==> config.mk <==
export PLATFORM = sky130hd
export DESIGN_NAME = sorted_timer_queue_unit
export DESIGN_NICKNAME = d
export VERILOG_FILES = /design/src/sv/stq_pkg.sv /design/src/sv/stq_ram.sv /design/src/sv/stq_div.sv /design/src/sv/sorted_timer_queue_unit.sv
export SDC_FILE = /design/constraint.sdc
export NUM_CORES = 2
export LEC_CHECK = 0
export BUFFER_PORTS_ARGS = -buffer_cell sky130_fd_sc_hd__buf_2
export CAP_MARGIN = 30
export CORE_ASPECT_RATIO = 1.5
export CORE_MARGIN = 4
export CORE_UTILIZATION = 43
export CTS_CLUSTER_SIZE = 16
export DETAILED_ROUTE_END_ITERATION = 7
export GPL_TIMING_DRIVEN = 0
export SKIP_LAST_GASP = 1
export SYNTH_ARGS = -nofsm -noshare
export SYNTH_HDL_FRONTEND = slang
export SYNTH_SLANG_ARGS = --single-unit
==> constraint.sdc <==
create_clock -name clk_i -period 14 [get_ports clk_i]
set_clock_uncertainty 0.05 [all_clocks]
set_input_delay 2.1 -clock clk_i [delete_from_list [all_inputs] [get_ports clk_i]]
set_output_delay 2.1 -clock clk_i [all_outputs]
set_load 0.01 [all_outputs]
==> src/sv/stq_pkg.sv <==
// Shared types and constants for the sorted timer queue.
// No dependencies.
package stq_pkg;
  localparam int unsigned TIMER_SLOTS = 16;
  localparam int unsigned SLOT_W = $clog2(TIMER_SLOTS);
  localparam int unsigned CNT_W = $clog2(TIMER_SLOTS + 1);
  localparam int unsigned ENTRY_W = 72;

  localparam logic OP_REQUEST = 1'b0;
  localparam logic OP_TICK = 1'b1;

  localparam logic [1:0] KIND_STATUS = 2'd0;
  localparam logic [1:0] KIND_EXPIRED = 2'd1;
  localparam logic [1:0] KIND_IDLE_TICK = 2'd2;

  localparam logic [1:0] ST_OK = 2'd0;
  localparam logic [1:0] ST_NULL_TAG = 2'd1;
  localparam logic [1:0] ST_ZERO_INT = 2'd2;
  localparam logic [1:0] ST_FULL = 2'd3;

  localparam logic [63:0] NEVER = 64'hFFFF_FFFF_FFFF_FFFF;

  typedef struct packed {
    logic start;
    logic [31:0] dividend;
    logic [15:0] divisor;
  } div_req_t;

  typedef struct packed {
    logic done;
    logic [31:0] quotient;
  } div_rsp_t;
endpackage

==> src/sv/stq_ram.sv <==
// Generic simple dual-port RAM (one write port, one read port) with a registered read.
// No dependencies.
module stq_ram #(
  parameter int unsigned WIDTH = 8,
  parameter int unsigned DEPTH = 16
) (
  input  logic                     clk_i,
  input  logic                     we_i,
  input  logic [$clog2(DEPTH)-1:0] waddr_i,
  input  logic [WIDTH-1:0]         wdata_i,
  input  logic [$clog2(DEPTH)-1:0] raddr_i,
  output logic [WIDTH-1:0]         rdata_o
);
  logic [WIDTH-1:0] mem_q [DEPTH];

  always_ff @(posedge clk_i) begin
    if (we_i) begin
      mem_q[waddr_i] <= wdata_i;
    end
    rdata_o <= mem_q[raddr_i];
  end
endmodule

==> src/sv/stq_div.sv <==
// Restoring divider, one quotient bit per cycle.
// Depends on stq_pkg.
module stq_div
  import stq_pkg::*;
(
  input  logic     clk_i,
  input  logic     rst_ni,
  input  div_req_t req_i,
  output div_rsp_t rsp_o
);
  logic [31:0] quo_q, quo_d;
  logic [16:0] rem_q, rem_d;
  logic [15:0] dsr_q, dsr_d;
  logic [5:0]  cnt_q, cnt_d;
  logic        busy_q, busy_d;
  logic        done_q, done_d;
  logic [16:0] trial;

  always_comb begin
    quo_d = quo_q;
    rem_d = rem_q;
    dsr_d = dsr_q;
    cnt_d = cnt_q;
    busy_d = busy_q;
    done_d = 1'b0;
    trial = {rem_q[15:0], quo_q[31]};
    if (req_i.start) begin
      quo_d = req_i.dividend;
      rem_d = '0;
      dsr_d = req_i.divisor;
      cnt_d = 6'd32;
      busy_d = 1'b1;
    end else if (busy_q) begin
      if (trial >= {1'b0, dsr_q}) begin
        rem_d = trial - {1'b0, dsr_q};
        quo_d = {quo_q[30:0], 1'b1};
      end else begin
        rem_d = trial;
        quo_d = {quo_q[30:0], 1'b0};
      end
      cnt_d = cnt_q - 6'd1;
      if (cnt_q == 6'd1) begin
        busy_d = 1'b0;
        done_d = 1'b1;
      end
    end
  end

  always_ff @(posedge clk_i or negedge rst_ni) begin
    if (!rst_ni) begin
      busy_q <= 1'b0;
      done_q <= 1'b0;
      cnt_q <= '0;
    end else begin
      busy_q <= busy_d;
      done_q <= done_d;
      cnt_q <= cnt_d;
    end
  end

  always_ff @(posedge clk_i) begin
    quo_q <= quo_d;
    rem_q <= rem_d;
    dsr_q <= dsr_d;
  end

  assign rsp_o.done = done_q;
  assign rsp_o.quotient = quo_q;
endmodule

==> src/sv/sorted_timer_queue_unit.sv <==
// Top level of the sorted timer queue: control sequencer and slot memory.
// Depends on stq_pkg, stq_ram and stq_div.
//
// channel | handshake         | payload
// in      | in_valid/ready    | operation, delay_ms, callback_tag
// out     | out_valid/ready   | kind, status, expired_tag, now_tick, next_fire_tick,
//         |                   | pending_count, last
// cfg     | APB write/read    | tick_period_ms at address 0
//
// A request is divided, then the table is scanned (read, check) for its slot,
// later slots are shifted (read, write), the entry is inserted and the result is
// loaded; a rejected request goes straight to the result register.
// A tick reads and checks slots in turn, reads and emits each expired result, which
// the output can stall, and compacts the remaining slots after the last result.
// The input is held off while an item is in work or its last result waits.
// Reset empties the table; no clearing pass.
module sorted_timer_queue_unit
  import stq_pkg::*;
(
  input  logic        clk_i,
  input  logic        rst_ni,
  input  logic        in_valid_i,
  output logic        in_ready_o,
  input  logic        operation_i,
  input  logic [31:0] delay_ms_i,
  input  logic [7:0]  callback_tag_i,
  output logic        out_valid_o,
  input  logic        out_ready_i,
  output logic [1:0]  kind_o,
  output logic [1:0]  status_o,
  output logic [7:0]  expired_tag_o,
  output logic [63:0] now_tick_o,
  output logic [63:0] next_fire_tick_o,
  output logic [4:0]  pending_count_o,
  output logic        last_o,
  input  logic        psel,
  input  logic        penable,
  input  logic        pwrite,
  input  logic [1:0]  paddr,
  input  logic [31:0] pwdata,
  output logic [31:0] prdata,
  output logic        pready
);
  typedef enum logic [3:0] {
    S_IDLE, S_DIV, S_SCAN_RD, S_SCAN_CHK, S_SHIFT_RD, S_SHIFT_WR, S_INS,
    S_TICK_RD, S_TICK_CHK, S_EMIT_RD, S_EMIT, S_CMP_RD, S_CMP_WR, S_RESP
  } state_e;

  state_e state_q;
  logic [15:0] period_q;
  logic [63:0] tick_q, next_q, expiry_q;
  logic [CNT_W-1:0] occ_q;
  logic [CNT_W-1:0] pos_q, idx_q, drop_q;
  logic [7:0] tag_q;
  logic       ov_q;
  logic [1:0] kind_q, status_q;
  logic [7:0] etag_q;
  logic       last_q;

  logic              we;
  logic [SLOT_W-1:0] waddr, raddr;
  logic [ENTRY_W-1:0] wdata, rdata;
  logic [63:0] r_exp;
  logic [7:0]  r_tag;

  logic in_fire, out_fire, out_load, cfg_wr;
  logic [63:0] fire_dist;
  logic [63:0] fire_val;

  div_req_t dreq;
  div_rsp_t drsp;

  stq_ram #(.WIDTH(ENTRY_W), .DEPTH(TIMER_SLOTS)) u_slots (
    .clk_i(clk_i), .we_i(we), .waddr_i(waddr), .wdata_i(wdata),
    .raddr_i(raddr), .rdata_o(rdata)
  );

  stq_div u_div (.clk_i(clk_i), .rst_ni(rst_ni), .req_i(dreq), .rsp_o(drsp));

  assign r_exp = rdata[71:8];
  assign r_tag = rdata[7:0];

  assign in_ready_o = (state_q == S_IDLE) && !ov_q;
  assign in_fire = in_valid_i && in_ready_o;
  assign out_fire = ov_q && out_ready_i;
  assign out_load = ((state_q == S_RESP) || (state_q == S_EMIT)) && (!ov_q || out_fire);
  assign cfg_wr = psel && penable && pwrite;
  assign pready = 1'b1;
  assign prdata = (paddr == 2'd0) ? {16'd0, period_q} : 32'd0;

  always_comb begin
    fire_dist = r_exp - tick_q;
    fire_val = (fire_dist == 64'd0) ? tick_q + 64'd1 : r_exp;
  end

  always_comb begin
    dreq.start = in_fire && (operation_i == OP_REQUEST) && (callback_tag_i != 8'd0)
                 && (delay_ms_i != 32'd0) && (occ_q < CNT_W'(TIMER_SLOTS));
    dreq.dividend = delay_ms_i;
    dreq.divisor = period_q;
  end

  always_comb begin
    we = 1'b0;
    waddr = idx_q[SLOT_W-1:0];
    wdata = rdata;
    raddr = idx_q[SLOT_W-1:0];
    case (state_q)
      S_SHIFT_RD: raddr = SLOT_W'(idx_q - CNT_W'(1));
      S_SHIFT_WR: we = 1'b1;
      S_INS: begin
        we = 1'b1;
        waddr = pos_q[SLOT_W-1:0];
        wdata = {expiry_q, tag_q};
      end
      S_CMP_RD: raddr = SLOT_W'(idx_q + drop_q);
      S_CMP_WR: we = 1'b1;
      default: ;
    endcase
  end

  always_ff @(posedge clk_i or negedge rst_ni) begin
    if (!rst_ni) begin
      state_q <= S_IDLE;
      period_q <= 16'd1;
      tick_q <= '0;
      next_q <= NEVER;
      occ_q <= '0;
      ov_q <= 1'b0;
      pos_q <= '0;
      idx_q <= '0;
      drop_q <= '0;
      tag_q <= '0;
      expiry_q <= '0;
      kind_q <= KIND_STATUS;
      status_q <= ST_OK;
      etag_q <= '0;
      last_q <= 1'b0;
    end else begin
      if (cfg_wr && paddr == 2'd0) begin
        period_q <= (pwdata[15:0] == 16'd0) ? 16'd1 : pwdata[15:0];
      end
      if (out_load) begin
        ov_q <= 1'b1;
      end else if (out_fire) begin
        ov_q <= 1'b0;
      end
      case (state_q)
        S_IDLE: begin
          if (in_fire) begin
            tag_q <= callback_tag_i;
            etag_q <= '0;
            last_q <= 1'b1;
            if (operation_i == OP_TICK) begin
              status_q <= ST_OK;
              tick_q <= tick_q + 64'd1;
              idx_q <= '0;
              drop_q <= '0;
              if (occ_q == '0) begin
                next_q <= NEVER;
                kind_q <= KIND_IDLE_TICK;
                state_q <= S_RESP;
              end else begin
                state_q <= S_TICK_RD;
              end
            end else begin
              kind_q <= KIND_STATUS;
              if (callback_tag_i == 8'd0) begin
                status_q <= ST_NULL_TAG;
                state_q <= S_RESP;
              end else if (delay_ms_i == 32'd0) begin
                status_q <= ST_ZERO_INT;
                state_q <= S_RESP;
              end else if (occ_q >= CNT_W'(TIMER_SLOTS)) begin
                status_q <= ST_FULL;
                state_q <= S_RESP;
              end else begin
                status_q <= ST_OK;
                state_q <= S_DIV;
              end
            end
          end
        end
        S_DIV: begin
          if (drsp.done) begin
            expiry_q <= tick_q + ((drsp.quotient == 32'd0) ? 64'd1
                                                           : {32'd0, drsp.quotient});
            pos_q <= '0;
            idx_q <= '0;
            state_q <= (occ_q == '0) ? S_INS : S_SCAN_RD;
          end
        end
        S_SCAN_RD: state_q <= S_SCAN_CHK;
        S_SCAN_CHK: begin
          if (r_exp <= expiry_q) begin
            pos_q <= idx_q + CNT_W'(1);
            idx_q <= idx_q + CNT_W'(1);
            state_q <= (idx_q + CNT_W'(1) >= occ_q) ? S_INS : S_SCAN_RD;
          end else begin
            idx_q <= occ_q;
            state_q <= S_SHIFT_RD;
          end
        end
        S_SHIFT_RD: state_q <= S_SHIFT_WR;
        S_SHIFT_WR: begin
          idx_q <= idx_q - CNT_W'(1);
          state_q <= (idx_q - CNT_W'(1) == pos_q) ? S_INS : S_SHIFT_RD;
        end
        S_INS: begin
          occ_q <= occ_q + CNT_W'(1);
          if (pos_q == '0) begin
            next_q <= (expiry_q == tick_q) ? tick_q + 64'd1 : expiry_q;
          end
          state_q <= S_RESP;
        end
        S_TICK_RD: state_q <= S_TICK_CHK;
        S_TICK_CHK: begin
          if (r_exp <= tick_q) begin
            if (idx_q + CNT_W'(1) >= occ_q) begin
              drop_q <= idx_q + CNT_W'(1);
              occ_q <= '0;
              next_q <= NEVER;
              idx_q <= '0;
              state_q <= S_EMIT_RD;
            end else begin
              idx_q <= idx_q + CNT_W'(1);
              state_q <= S_TICK_RD;
            end
          end else begin
            drop_q <= idx_q;
            occ_q <= occ_q - idx_q;
            next_q <= fire_val;
            idx_q <= '0;
            if (idx_q == '0) begin
              kind_q <= KIND_IDLE_TICK;
              state_q <= S_RESP;
            end else begin
              state_q <= S_EMIT_RD;
            end
          end
        end
        S_EMIT_RD: state_q <= S_EMIT;
        S_EMIT: begin
          if (out_load) begin
            kind_q <= KIND_EXPIRED;
            etag_q <= r_tag;
            if (idx_q + CNT_W'(1) == drop_q) begin
              last_q <= 1'b1;
              idx_q <= '0;
              state_q <= (occ_q == '0) ? S_IDLE : S_CMP_RD;
            end else begin
              last_q <= 1'b0;
              idx_q <= idx_q + CNT_W'(1);
              state_q <= S_EMIT_RD;
            end
          end
        end
        S_CMP_RD: state_q <= S_CMP_WR;
        S_CMP_WR: begin
          idx_q <= idx_q + CNT_W'(1);
          state_q <= (idx_q + CNT_W'(1) >= occ_q) ? S_IDLE : S_CMP_RD;
        end
        S_RESP: begin
          if (out_load) begin
            state_q <= S_IDLE;
          end
        end
        default: state_q <= S_IDLE;
      endcase
    end
  end

  assign out_valid_o = ov_q;
  assign kind_o = kind_q;
  assign status_o = status_q;
  assign expired_tag_o = etag_q;
  assign now_tick_o = tick_q;
  assign next_fire_tick_o = next_q;
  assign pending_count_o = 5'(occ_q);
  assign last_o = last_q;
endmodule
# Word level (Yosys, flattened, before mapping)
# Memory sizes are Yosys's and may differ from the RTL's. A register that Yosys moved wholly into a read port is not among the register bits.
# Cells that the tools add are included.
dict set report word_totals {
  register_bits 326
  latch_bits 0
  ram_bits 1152
  mem_bits_ro 0
  input_bits 82
  out_inout_bits 181
  word_cells 202
  n_memories 1
}
# memory depth word_bits read_ports rd_clocked_by_memory_dff write_ports line
set mem_list {}
lappend mem_list {u_slots.mem_q 16 72 1 1 1 stq_ram.sv:14} ;# logic [WIDTH-1:0] mem_q [DEPTH];
dict set report classes {
  add_sub_neg 10
  multipliers 0
  div 0
  magnitude_cmp 6
  n_eq_ne 29
  shift 0
  muxes 87
  n_bitwise 1
  reduce_logical 47
}
# cell n
set ops {}
lappend ops {{$mux W64} 8}
lappend ops {{$pmux W64 S3} 1}
lappend ops {{$le A64 B64 Y1} 2}
lappend ops {{$mux W32} 3}
lappend ops {{$mux W72} 1}
lappend ops {{$mux W5} 13}
lappend ops {{$add A64 B1 Y64 const B} 1}
lappend ops {{$add A64 B32 Y64} 1}
lappend ops {{$eq A64 B64 Y1} 1}
lappend ops {{$logic_not A32 Y1} 2}
lappend ops {{$logic_not A64 Y1} 1}
lappend ops {{$sub A64 B64 Y64} 1}
lappend ops {{$mux W4} 15}
lappend ops {{$pmux W4 S14} 1}
lappend ops {{$mux W16} 3}
lappend ops {{$pmux W5 S7} 1}
lappend ops {{$reduce_bool A32 Y1} 1}
lappend ops {{$pmux W5 S2} 3}
lappend ops {{$eq A4 B4 Y1 const B} 6}
lappend ops {{$mux W2} 11}
lappend ops {{$ge A17 B16 Y1} 1}
lappend ops {{$eq A4 B3 Y1 const B} 4}
lappend ops {{$logic_not A16 Y1} 1}
lappend ops {{$mux W8} 2}
lappend ops {{other kinds (42)} 96}

# Logic depth before layout (Yosys ltp)
dict set report depth {
  ltp_word 8
  depth_mapped 19
  depth_no_buf 18
}

# Hierarchy
# Synthesis repeated with hierarchy kept, for this count alone.
dict set report hier_totals {
  cells_unflattened 5501
  area_unflattened_um2 73519.3
}
# module instances cells_per_inst area_each_um2 seq_area_each_um2
set modules_own_cells {}
lappend modules_own_cells {stq_ram 1 1850 44550.2 36034.6}
lappend modules_own_cells {sorted_timer_queue_unit 1 3299 24994.0 6437.4}
lappend modules_own_cells {stq_div 1 352 3975.1 1961.9}

# Worst setup path after synthesis
# No wires, ideal clock.
dict set report synth_path {
  path_kind {register -> register}
  from {register tick_q[33], in the netlist now_tick_o[33]}
  to {register next_q[35], in the netlist next_fire_tick_o[35]}
  setup_time_ps 77
  arrival_time_ps 5277
  t_required_ps 13873
  path_slack_ps 8595
  path_stages_with_launch 19
  path_buffers 4
  period_less_slack_ps 5405
  path_cell_list {dfrtp_1 > clkbuf_1 > inv_1 > ha_1 > clkbuf_1 > nand4_1 > or3_1 > or3_1 > o21bai_1 > o211ai_1 > a211oi_1 > xnor2_1 > or4_1 > or4_1 > or4b_1 > buf_6 > buf_6 > or4_1 > a31oi_1}
}
dict set report synth_via {
  elab_chain_len 5
  word_cells_on_any_way 12
  cone_classes {add/sub: 2; order compare: 1; eq/ne: 2; mux: 5; reduce/logical: 2}
}
# item line
set synth_lines {}
lappend synth_lines {{start: declaration} sorted_timer_queue_unit.sv:51} ;# logic [63:0] tick_q, next_q, expiry_q;
lappend synth_lines {{start signal: assignment} sorted_timer_queue_unit.sv:156} ;# tick_q <= tick_q + 64'd1;
lappend synth_lines {{$sub A64 B64 Y64} sorted_timer_queue_unit.sv:92} ;# fire_dist = r_exp - tick_q;
lappend synth_lines {{$logic_not A64 Y1} sorted_timer_queue_unit.sv:93} ;# fire_val = (fire_dist == 64'd0) ? tick_q + 64'd1 : r_exp;
lappend synth_lines {{$mux W64} sorted_timer_queue_unit.sv:93}
lappend synth_lines {{$mux W64} sorted_timer_queue_unit.sv:218} ;# if (r_exp <= tick_q) begin
lappend synth_lines {{$pmux W64 S3} sorted_timer_queue_unit.sv:148} ;# case (state_q)
lappend synth_lines {{end signal: assignment} sorted_timer_queue_unit.sv:212} ;# next_q <= (expiry_q == tick_q) ? tick_q + 64'd1 : expiry_q;
lappend synth_lines {{end signal: assignment} sorted_timer_queue_unit.sv:232} ;# next_q <= fire_val;
lappend synth_lines {{end: declaration} sorted_timer_queue_unit.sv:51}
# Several ways; a longest one is shown, not always the timed one. The select of a mux whose other input is x is not followed.
# A chain may end at the register's enable or synchronous reset.

# Worst setup path after layout
dict set report layout_path {
  from {register tick_q[22], in the netlist now_tick_o[22]}
  to {register next_q[39], in the netlist next_fire_tick_o[39]}
}
# The elaborated chain is that of the path after synthesis.

==> impl_summary.txt <==
----------------------------------------------------
[Critical path]
  Crit path required time ... 14610 ps
  Arrival time at the worst endpoint ... 8490 ps
  CP startpoint kind ... flip-flop
  Crit-path max FO ... 10
  Critical path cell sequence ... clkbuf_1 > inv_1 > ha_1 > clkbuf_1 > nand4_1 > nor2_1 > nand3_1 > nor3b_1 > a211oi_1 > or2_2 > a21oi_1 > clkbuf_1 > nor2_1 > a21oi_1 > buf_6 > clkbuf_1 > nor2_1 > a2111oi_1
  Crit path top cell by count ... sky130_fd_sc_hd__clkbuf_1
  Critical Setup Path Class ... reg -> reg
  Stage delay of the slowest cell on the critical path ... 760 ps
  Cell at the slowest stage of the critical path ... sky130_fd_sc_hd__a21oi_1
  Category of the worst setup path capture point ... flip-flop

[GRT]
  Largest net degree at the start of global routing ... 114
  Number of global-route vias before repair ... 59530
  All-layer global routing usage ... 30.50%
  Global-route wire length before repair ... 409.4 mm
  Antenna violations before repair ... 9
  Sum of overflow across all layers after global routing ... 0

[Route]
  Via count ... 59581
  Total wire length ... 286.3 mm
  Routed via count divided by cell count ... 5.956
  Initial detailed-routing violation count ... 5243
  Mean routed wirelength per cell ... 28.62 µm
  Drt drc ... 0
  TritonRoute pass-1 iters ... 5
  Routed Antenna Nets ... 0

[Floorplan]
  Y dimension of the die ... 523.5 µm
  Top-Level Pins ... 263
  Area of the core ... 175500 µm²
  Effective utilization at floorplan ... 43.41%
  Chip width ... 351.6 µm
  Number of rows created at floorplan ... 188
  Die outline area ... 184100 µm²

[Synthesis]
  Predominant post-synthesis flop cell ... sky130_fd_sc_hd__edfxtp_1
  Number of synthesized flops with an enable pin ... 1200
  Sequential element share of the synthesized area ... 58.34%
  FFs w/ async S/R, synth ... 16.90%
  Synthesis Warnings ... 0
  Count of state elements after synthesis ... 1550
  Average footprint of a synthesized cell ... 10.82 µm²
  Combined area of all synthesized cells ... 76170 µm²
  Post-synthesis cell count ... 7041
  Fraction of synthesized cell area taken by the top area cell type ... 47.31%
  Synth area leader ... sky130_fd_sc_hd__edfxtp_1
  Number of unique standard cell types used by synthesis ... 92
  Cells taking the most area after synthesis ... sky130_fd_sc_hd__edfxtp_1 47%, sky130_fd_sc_hd__dfrtp_1 6.5%, sky130_fd_sc_hd__nand2_1 5.7%

[Cells and area]
  Leading cell types in the layout, fill and taps excluded ... 1200 x sky130_fd_sc_hd__edfxtp_1, 1154 x sky130_fd_sc_hd__nand2_1, 505 x sky130_fd_sc_hd__clkbuf_1
  Leading cell type in the layout, fill and taps excluded ... sky130_fd_sc_hd__edfxtp_1
  Layout cells sized above 1 ... 10.20%
  Area Overhead vs Synth ... 14.96%
  Count of nets after finishing ... 7881

[Placed design]
  Post-DP HPWL ... 224.1 mm
  Post-placement setup slack ... 6434 ps
  Routability Congestion ... 1.005
  Buffers added on ports ... 229

[Clock tree]
  Number of cells upsized or downsized after cts ... 0
  Buffer levels on the longest clock path ... 4
  Clock net sink count ... 1550
  Clock tree from TritonCTS ... built
  Number of buffers inserted during clock tree synthesis ... 162
  Worst skew pair latency ... 810 ps
  Clock slew at reported path FFs ... 70 ps
  Clk root buf ... sky130_fd_sc_hd__clkbuf_16
  Number of hold-repair buffers added at the cts stage ... 0
  Number of post-CTS setup repair buffers ... 0
  Deepest level of the CTS H-tree ... 4

[STA]
  Setup-violating endpoint count in the final report ... 0
  Final worst-path setup slack ... 6122 ps
  Final period demand of the worst path ... 7878 ps
  Sum Neg Setup Slack ... 0 ps
  Maximum clock frequency ... 126.9 MHz
  Hold violation count in the final report ... 0
  Final period util ... 56.27%
  Least-Margin Pin Slew ... 1087 ps
  Max_slew headroom ... 27.01%
  Unrepaired setup endpoints after global routing ... no
  Pins over their slew limit ... 0

[Run]
  Reported max-cap violation count ... 0

[Pwr]
  Pwr dens ... 230.0 nW/µm²
  Largest vdd supply drop ... 0.1025 mV
  Standby leakage power ... 0.03089 µW

[Run status]
  Result of the run ... completed

[Hold path]
  Class of the tightest hold or removal check ... reg -> reg

----------------------------------------------------
==> final timing paths <==
path	from	endpoint	slack, ps	cells after the start
worst max register to register	now_tick_o[22]	next_fire_tick_o[39]	6120	18
worst min register to register	u_slots.rdata_o[1]	expired_tag_o[1]	420	2
max in group asynchronous	rst_ni	expiry_q[8]	11100	3
min in group asynchronous	rst_ni	idx_q[3]	1190	1
worst min-delay path	u_slots.rdata_o[1]	expired_tag_o[1]	420	2
worst max-delay path	now_tick_o[22]	next_fire_tick_o[39]	6120	18
==> flip-flops by register name, summed over array words and instances, names as in the netlist, 4 cells and up <==
name and cells:
next_fire_tick_o 64, expiry_q 64, u_div.quo_q 32, u_slots.mem_q 1152
u_slots.rdata_o 72, u_div.dsr_q 16, drop_q 5, u_div.rem_q 16
state_q 4, now_tick_o 64, pending_count_o 5, expired_tag_o 8
pos_q 5, u_div.cnt_q 6, period_q 16, idx_q 5
tag_q 8
==> per-layer routing <==
layer | global-route usage, % | up-vias | wire [µm]
met3 | 4.206 | 666 | 17000
met4 | 17.85 | 2 | 19830
li1 | - | 27085 | -
met2 | 54.27 | 2319 | 144700
met5 | 0 | - | 14
met1 | 34.95 | 29509 | 104800
==> Yosys cell counts (all sizes together), types with 78 or more instances <==
cell / count
dfxtp: 88
edfxtp: 1200
ha: 196
xnor2: 210
a311oi: 149
a31oi: 268
inv: 213
clkbuf: 480
o21ai: 321
xor2: 97
dfrtp: 197
a211oi: 384
and2: 324
a21oi: 400
nand2: 1154
a21o: 78
nor2: 301
nand4: 78
nand3: 128
==> stage by stage <==
step / area, µm² / power, µW / hold WS [ps] / std cells / util, %
after floorplan: 76220 / 11840 / 375.8 / 7056 / -
after global placement: 80220 / 15330 / 404.9 / 9565 / 45.72
after detailed placement: 82160 / 15650 / 405.6 / 9700 / 46.82
after CTS: 87420 / 20050 / 415.8 / 9981 / 49.82
after global routing: 87550 / 21100 / 441.0 / 9999 / 49.89
final: 87560 / 20140 / 415.6 / 10004 / 49.90
==> area by class of cell <==
| class | instances | area [µm²] |
|---|---|---|
| clock inverters | 68 | 789.5 |
| diodes | 8 | 20.02 |
| plain buffers | 526 | 2097 |
| fillers | 15748 | 87920 |
| clock buffers | 213 | 4469 |
| repair buffers | 379 | 3029 |
| flip-flops and latches | 1550 | 44430 |
| well taps | 2280 | 2853 |
| inverters | 217 | 814.5 |
| multi-input cells | 4763 | 29060 |
==> report_power, final <==
group	total, µW	switching (µW)	internal, µW
Clock	4380	1820	2560
Combinational	8850	6080	2770
Sequential	6910	731	6180
Total	20100	8630	11500
==> logic make-up (layout without fill, tap and decap cells) <==
group	Yosys count	in the layout	synth area share (%)
flops	1550	1550	58.34
buf+inv	743	1403	3.811
compound gates	1855	1855	16.01
other cells	2	25	0.009860
simple gates	2340	2340	14.35
mux	44	44	0.6226
xor+xnor	307	307	3.530
fa+ha+maj	200	200	3.325
==> critical path: cells and delay by family (launching register included) <==
family / cells / cell delay [ps]
buffers and inverters: 6 / 2560
and+or+nand+nor: 7 / 2360
AOI/OAI and AO/OA: 4 / 2080
DFF: 1 / 380
adders and majority gates: 1 / 310
(Power assumes the default switching activity.)
